<file path="config.mk">
export PLATFORM = sky130hd
export DESIGN_NAME = qme_fifo
export DESIGN_NICKNAME = d
export VERILOG_FILES = /design/src/sv/qme_pkg.sv /design/src/sv/qme_fifo.sv
export SDC_FILE = /design/constraint.sdc
export NUM_CORES = 1
export LEC_CHECK = 0
export BUFFER_PORTS_ARGS = -buffer_cell sky130_fd_sc_hd__clkbuf_2
export CORE_ASPECT_RATIO = 2
export CORE_MARGIN = 2
export CORE_UTILIZATION = 43
export DETAILED_ROUTE_END_ITERATION = 10
export GPL_TIMING_DRIVEN = 0
export PLACE_DENSITY = 0.73
export REMOVE_ABC_BUFFERS = 1
export SLEW_MARGIN = 25
export SYNTH_ARGS = -nofsm -noshare
export SYNTH_HDL_FRONTEND = slang
export SYNTH_SLANG_ARGS = --single-unit
</file>
<file path="constraint.sdc">
create_clock -name clk -period 2.5 [get_ports clk]
set_clock_uncertainty 0.15 [all_clocks]
set_input_delay 0.625 -clock clk [delete_from_list [all_inputs] [get_ports clk]]
set_output_delay 0.625 -clock clk [all_outputs]
set_load 0.005 [all_outputs]
</file>
<file path="src/sv/qme_pkg.sv">
// shared types and constants for the queue machine executor
package qme_pkg;
	localparam int QueueDepth = 1024;
	localparam int QAW = $clog2(QueueDepth);
	localparam int VB = 16;
	localparam int RegCount = 26;

	localparam logic [4:0] MD_PUSH = 5'd0;
	localparam logic [4:0] MD_ADD = 5'd1;
	localparam logic [4:0] MD_SUB = 5'd2;
	localparam logic [4:0] MD_MUL = 5'd3;
	localparam logic [4:0] MD_DIV = 5'd4;
	localparam logic [4:0] MD_MOD = 5'd5;
	localparam logic [4:0] MD_POPREG = 5'd6;
	localparam logic [4:0] MD_PUSHREG = 5'd7;
	localparam logic [4:0] MD_PRNUM_Q = 5'd8;
	localparam logic [4:0] MD_PRNUM_R = 5'd9;
	localparam logic [4:0] MD_PRCHR_Q = 5'd10;
	localparam logic [4:0] MD_PRCHR_R = 5'd11;
	localparam logic [4:0] MD_QUIT = 5'd12;
	localparam logic [4:0] MD_JMP = 5'd13;
	localparam logic [4:0] MD_JZ = 5'd14;
	localparam logic [4:0] MD_JEQ = 5'd15;
	localparam logic [4:0] MD_JGT = 5'd16;

	localparam logic [1:0] KIND_NONE = 2'd0;
	localparam logic [1:0] KIND_NUM = 2'd1;
	localparam logic [1:0] KIND_CHR = 2'd2;

	typedef struct packed {
		logic [4:0] mode;
		logic [15:0] immediate;
		logic [4:0] reg_first;
		logic [4:0] reg_second;
	} qme_in_t;

	typedef struct packed {
		logic [15:0] out_value;
		logic [1:0] out_kind;
		logic branch_taken;
		logic halted;
		logic fault;
	} qme_out_t;
endpackage

</file>
<file path="src/sv/qme_fifo.sv">
// two-entry instruction queue between front end and back end
module qme_fifo (
	input logic clk,
	input logic arst_n,
	input logic wr_valid,
	output logic wr_stall,
	input qme_pkg::qme_in_t wr_data,
	output logic rd_valid,
	input logic rd_take,
	output qme_pkg::qme_in_t rd_data
);
	import qme_pkg::*;

	qme_in_t mem_q [2];
	logic wp_q, rp_q;
	logic [1:0] cnt_q;
	logic wr_en;

	assign wr_stall = (cnt_q == 2'd2);
	assign wr_en = wr_valid && !wr_stall;
	assign rd_valid = (cnt_q != 2'd0);
	assign rd_data = mem_q[rp_q];

	// storage
	always_ff @(posedge clk) begin
		if (wr_en) mem_q[wp_q] <= wr_data;
	end

	// pointers and fill count
	always_ff @(posedge clk or negedge arst_n) begin
		if (!arst_n) begin
			wp_q <= 1'b0;
			rp_q <= 1'b0;
			cnt_q <= 2'd0;
		end else begin
			if (wr_en) wp_q <= ~wp_q;
			if (rd_take) rp_q <= ~rp_q;
			cnt_q <= cnt_q + {1'b0, wr_en} - {1'b0, rd_take};
		end
	end

	a_no_underflow: assert property (@(posedge clk) disable iff (!arst_n)
		rd_take |-> rd_valid) else $error("queue read while empty");
	a_count_max: assert property (@(posedge clk) disable iff (!arst_n)
		cnt_q <= 2'd2) else $error("queue count out of range");
	a_full_stall: assert property (@(posedge clk) disable iff (!arst_n)
		(cnt_q == 2'd2 && !rd_take) |=> wr_stall) else $error("full queue lost stall");
endmodule

</file>
== Yosys cells after proc, flatten, opt, wreduce, memory -nomap -nowiden ==
Memory sizes are Yosys's and may differ from the RTL's.
Cells that the tools add are included.
Word-level totals
  register bits after elaboration: 4
  latch bits: 0
  memory bits (writable): 62
  memories: 1
  ROM bits: 0
  logic and storage cells: 14
  bits of input ports: 35
Memory list
  mem_q: words 2, width 31, rd ports 1, clocked after memory_dff 0, wr ports 1, RTL line qme_fifo.sv:14  | qme_in_t mem_q [2];
Operators by class
  equality and inequality tests: 1
  div/mod/pow operators: 0
  bitwise gates (word level): 2
  magnitude comparators: 0
  multiplexer cells: 2
  multiply operators: 0
  reduce and logical (&&, ||, !) cells: 3
  shifts and indexed selects: 0
  add/subtract/negate cells: 2
Operators by type and width (count)
  $add 2x1->2: 1
  $eq 2x2->1 const B: 1
  $mux 1: 2
  $not 1->1: 2
  $reduce_bool 2->1: 1
  $sub 2x1->2: 1
  $logic_and 1x1->1: 1
  $logic_not 1->1: 1

== Longest topological paths before layout ==
  depth in word-level cells: 5
  mapped depth: 7

== Worst setup path after synthesis ==
No wires, ideal clock.
  path kind: input to register
  start: in wr_valid
  end: mem mem_q[0][0] in the netlist's numbering (enable)
  setup slack: -0.101 ns
  arrival: 2.032 ns
  required time: 1.931 ns
  stages on the path: 2
  setup time: 0.419 ns
  path through: nand2_1 > nor2_1
Between the ends
  cells in the longest elaborated chain, start to end: 3
Ends and longest elaborated chain
  start, declared: RTL line qme_fifo.sv:5  | input logic wr_valid,
  $logic_and 1x1->1: RTL line qme_fifo.sv:20  | assign wr_en = wr_valid && !wr_stall;
  $mux 1: RTL line qme_fifo.sv:26  | if (wr_en) mem_q[wp_q] <= wr_data;
  $mux 1 (not written as such): RTL line qme_fifo.sv:26
  end, declared: RTL line qme_fifo.sv:14
Every way passes these cells.

==> results.md <==
- Area Growth Syn to Fin: 26.9%
- Kind of end point of the critical path: primary output
- Sequence of cells on the critical path: buf_12 -> mux2_2 -> clkbuf_2
- CP peak stage delay: between 0.5 and 0.6 ns
- Routed length per instance: around 15 um
- Tot Pwr: about 3.8 mW
- Routed wire length: 3.80 mm
- Die Span Y: between 100 and 150 um
- Postcts setup bufs: 0
- Final TNS setup: 0 ns
- First-pass GRT wire length: around 6.1 mm
- Worst endpoint required time: around 1.7 ns
- Core Box Area: about 5900 sq um
- I/O pins: just under 70
- M1 GR Usage: 0.130
- Post-synth EDFFs: 62
- WHS Path Cells: 1
- Post-DP HPWL: approximately 2.6 mm
- Gr ovfl total: 0
- Fin crit period: 2.38 ns
- Buf/Inv on CP: 2
- Largest cells by area after synthesis: edfxtp_1, mux2_4, dfrtp_1
- Slew @ Worst Pin: roughly 0.35 ns
- Worst slew margin: 0.764
- CP max FO: 22
- Via/cell ratio: around 4.9
- Die area: around 6700 sq um
- Pwr/cell area: 1170 nW/um^2
- Final instance area: approximately 3300 sq um
- CP Depth: 3
- Slowest stage cell, crit path: dfrtp_4
- ANT nets after route: 0
- Pins over their slew limit: 0
- Count of different cell masters after synthesis: 15
- Post-synthesis async set-or-reset flop share: 0.0606
- Worst-path clk slew: approximately 0.050 ns
- Final Hold Viols: 0
- Setup violations, final: 0
- Hold Path Class: in2reg
- CTS Buf Count: 9
- Starting density of the core: 0.438
- Vias: approximately 1300
- Status: complete, but fails checks
- Crit path arrival time: between 1.5 and 2 ns
- Synth Warn #: 0
- Synth top area share: 0.720
- Mapped Avg Cell Area: roughly 23 sq um
- Pin count of the biggest net entering global routing: 24
- Max Clk Rate: 421 MHz
- Syn Std Cell Area: 2580 sq um
- RSZ-0062 raised after global routing: no
- Htree depth: 3
- Worst skew pair latency: between 0.3 and 0.4 ns
- # nets final: roughly 230
- Max-cap violations: 0
- CTS Sinks: 66
- DRT iter0 DRCs: 34
- Final cycle utilization of the critical path: 0.950
- Main synth FF type: edfxtp_1
- Maximum vdd drop: ~0.00074 V
- CTS tree: done
- Static Leak: approximately 1.4 nW
- Seq/Total Area, Yosys: 0.759
- Antenna Cells: 0
- Initial antenna violation count: 0
- Routability cong.: about 0.6
- Buffers on Ports: between 60 and 70
- DP Area: roughly 3000 sq um
- DRT Pass-1 Iters: 6
- Cell count after synthesis: about 110
- Met3 Resource Use GR: 0.0794
- Total track usage: 0.129
- Number of global-route vias before repair: 1378
- GR Util met2: 0.199
- DRC Markers: 5
- Share of layout cells above drive strength 1: 0.589
- Die Wd: around 60 um
- Root Driver: clkbuf_16
- Count leader, synth: edfxtp_1
- Crit Path Category: reg2out
- Worst r2r path cells: 7
- Area leader, netlist: edfxtp_1
- Fillers: 490
- Failing checks: design-rule violations
- Synth top cells by count: edfxtp_1, mux2_4, dfrtp_1
- Top Usage Layer GRT: met2
- Cell family with most CP delay: flip-flops
- Critical Path Start Type: register
- Rows: 40
- Flops & latches, synth: 66
- Deepest clock path buffer count: 2
[kinds of logic after synthesis]
| group | share of synthesized area |
|---|---|
| AND/OR/NAND/NOR | 0.0102 |
| flip-flops | 0.759 |
| adder cells (fa/ha/maj) | 0.00968 |
| buffers and inverters | 0.0305 |
| XOR/XNOR | 0.0136 |
| multiplexers | 0.177 |
[worst paths after layout]
| path | startpoint | endpoint | slack [ns] |
|---|---|---|---|
| worst max-delay path | rp_q | rd_data[0] | 0.12 |
| worst min-delay path | wr_data[2] | mem_q[1][2] | 0.35 |
| worst max register to register | cnt_q[1] | cnt_q[1] | 0.79 |
| worst min register to register | cnt_q[0] | cnt_q[0] | 0.37 |
| max in group asynchronous | arst_n | rp_q | 1.56 |
| min in group asynchronous | arst_n | rp_q | 0.50 |
[metal layers]
metal / share of wire / routed length (um)
met1: 0.35 / 1350
met2: 0.50 / 1910
met3: 0.11 / 435
met4: 0.027 / 102
met5: 0 / 0
[registers in the layout, summed over array words and instances, names as in the netlist]
register / flops
mem_q: 62
cnt_q: 2
rp_q: 1
wp_q: 1
[per-stage QoR]
step / cells / utilization / hold WS [ns] / setup WS (ns)
floorplan: 110 / - / 0.179 / -0.101
global placement: 240 / 0.496 / 0.284 / -0.895
detailed placement: 243 / 0.510 / 0.290 / 0.381
CTS: 260 / 0.555 / 0.329 / 0.0292
global route: 260 / 0.555 / 0.330 / 0.0607
finish: 260 / 0.555 / 0.346 / 0.125
[cells in the final DEF, fill, tap and decap left out, drive strengths merged, types with 2 or more instances in the layout]
master  Yosys  routed
clkinv      0       5
clkbuf      0      78
edfxtp     62      62
buf         4       3
dfrtp       4       4
mux2       31      31
ha          2       2
inv         2       2
xnor2       3       3
[final cells by class]
class / count / area (sq um) / area share
Clock buffer: 11 / 233 / 0.0710
Inverter: 2 / 7.51 / 0.00229
Multi-Input combinational cell: 42 / 553 / 0.169
Sequential cell: 66 / 1970 / 0.599
Timing Repair Buffer: 71 / 420 / 0.128
Tap cell: 63 / 78.8 / 0.0240
Clock inverter: 5 / 21.3 / 0.00649
[report_power, final]
group          switching [mW]  total [mW]  internal [mW]
Clock                   0.383        1.04          0.654
Sequential              0.123        1.65           1.52
Combinational           0.475        1.16          0.681
Total                   0.980        3.84           2.86
[timing repair]
item                                    in CTS  in global routing
resized for setup                            0                  1
hold endpoints to repair                     4                  0
hold buffers                                 1                  0
endpoints found under the setup margin       0                  1
No activity file was read; power rests on OpenSTA's default activity.
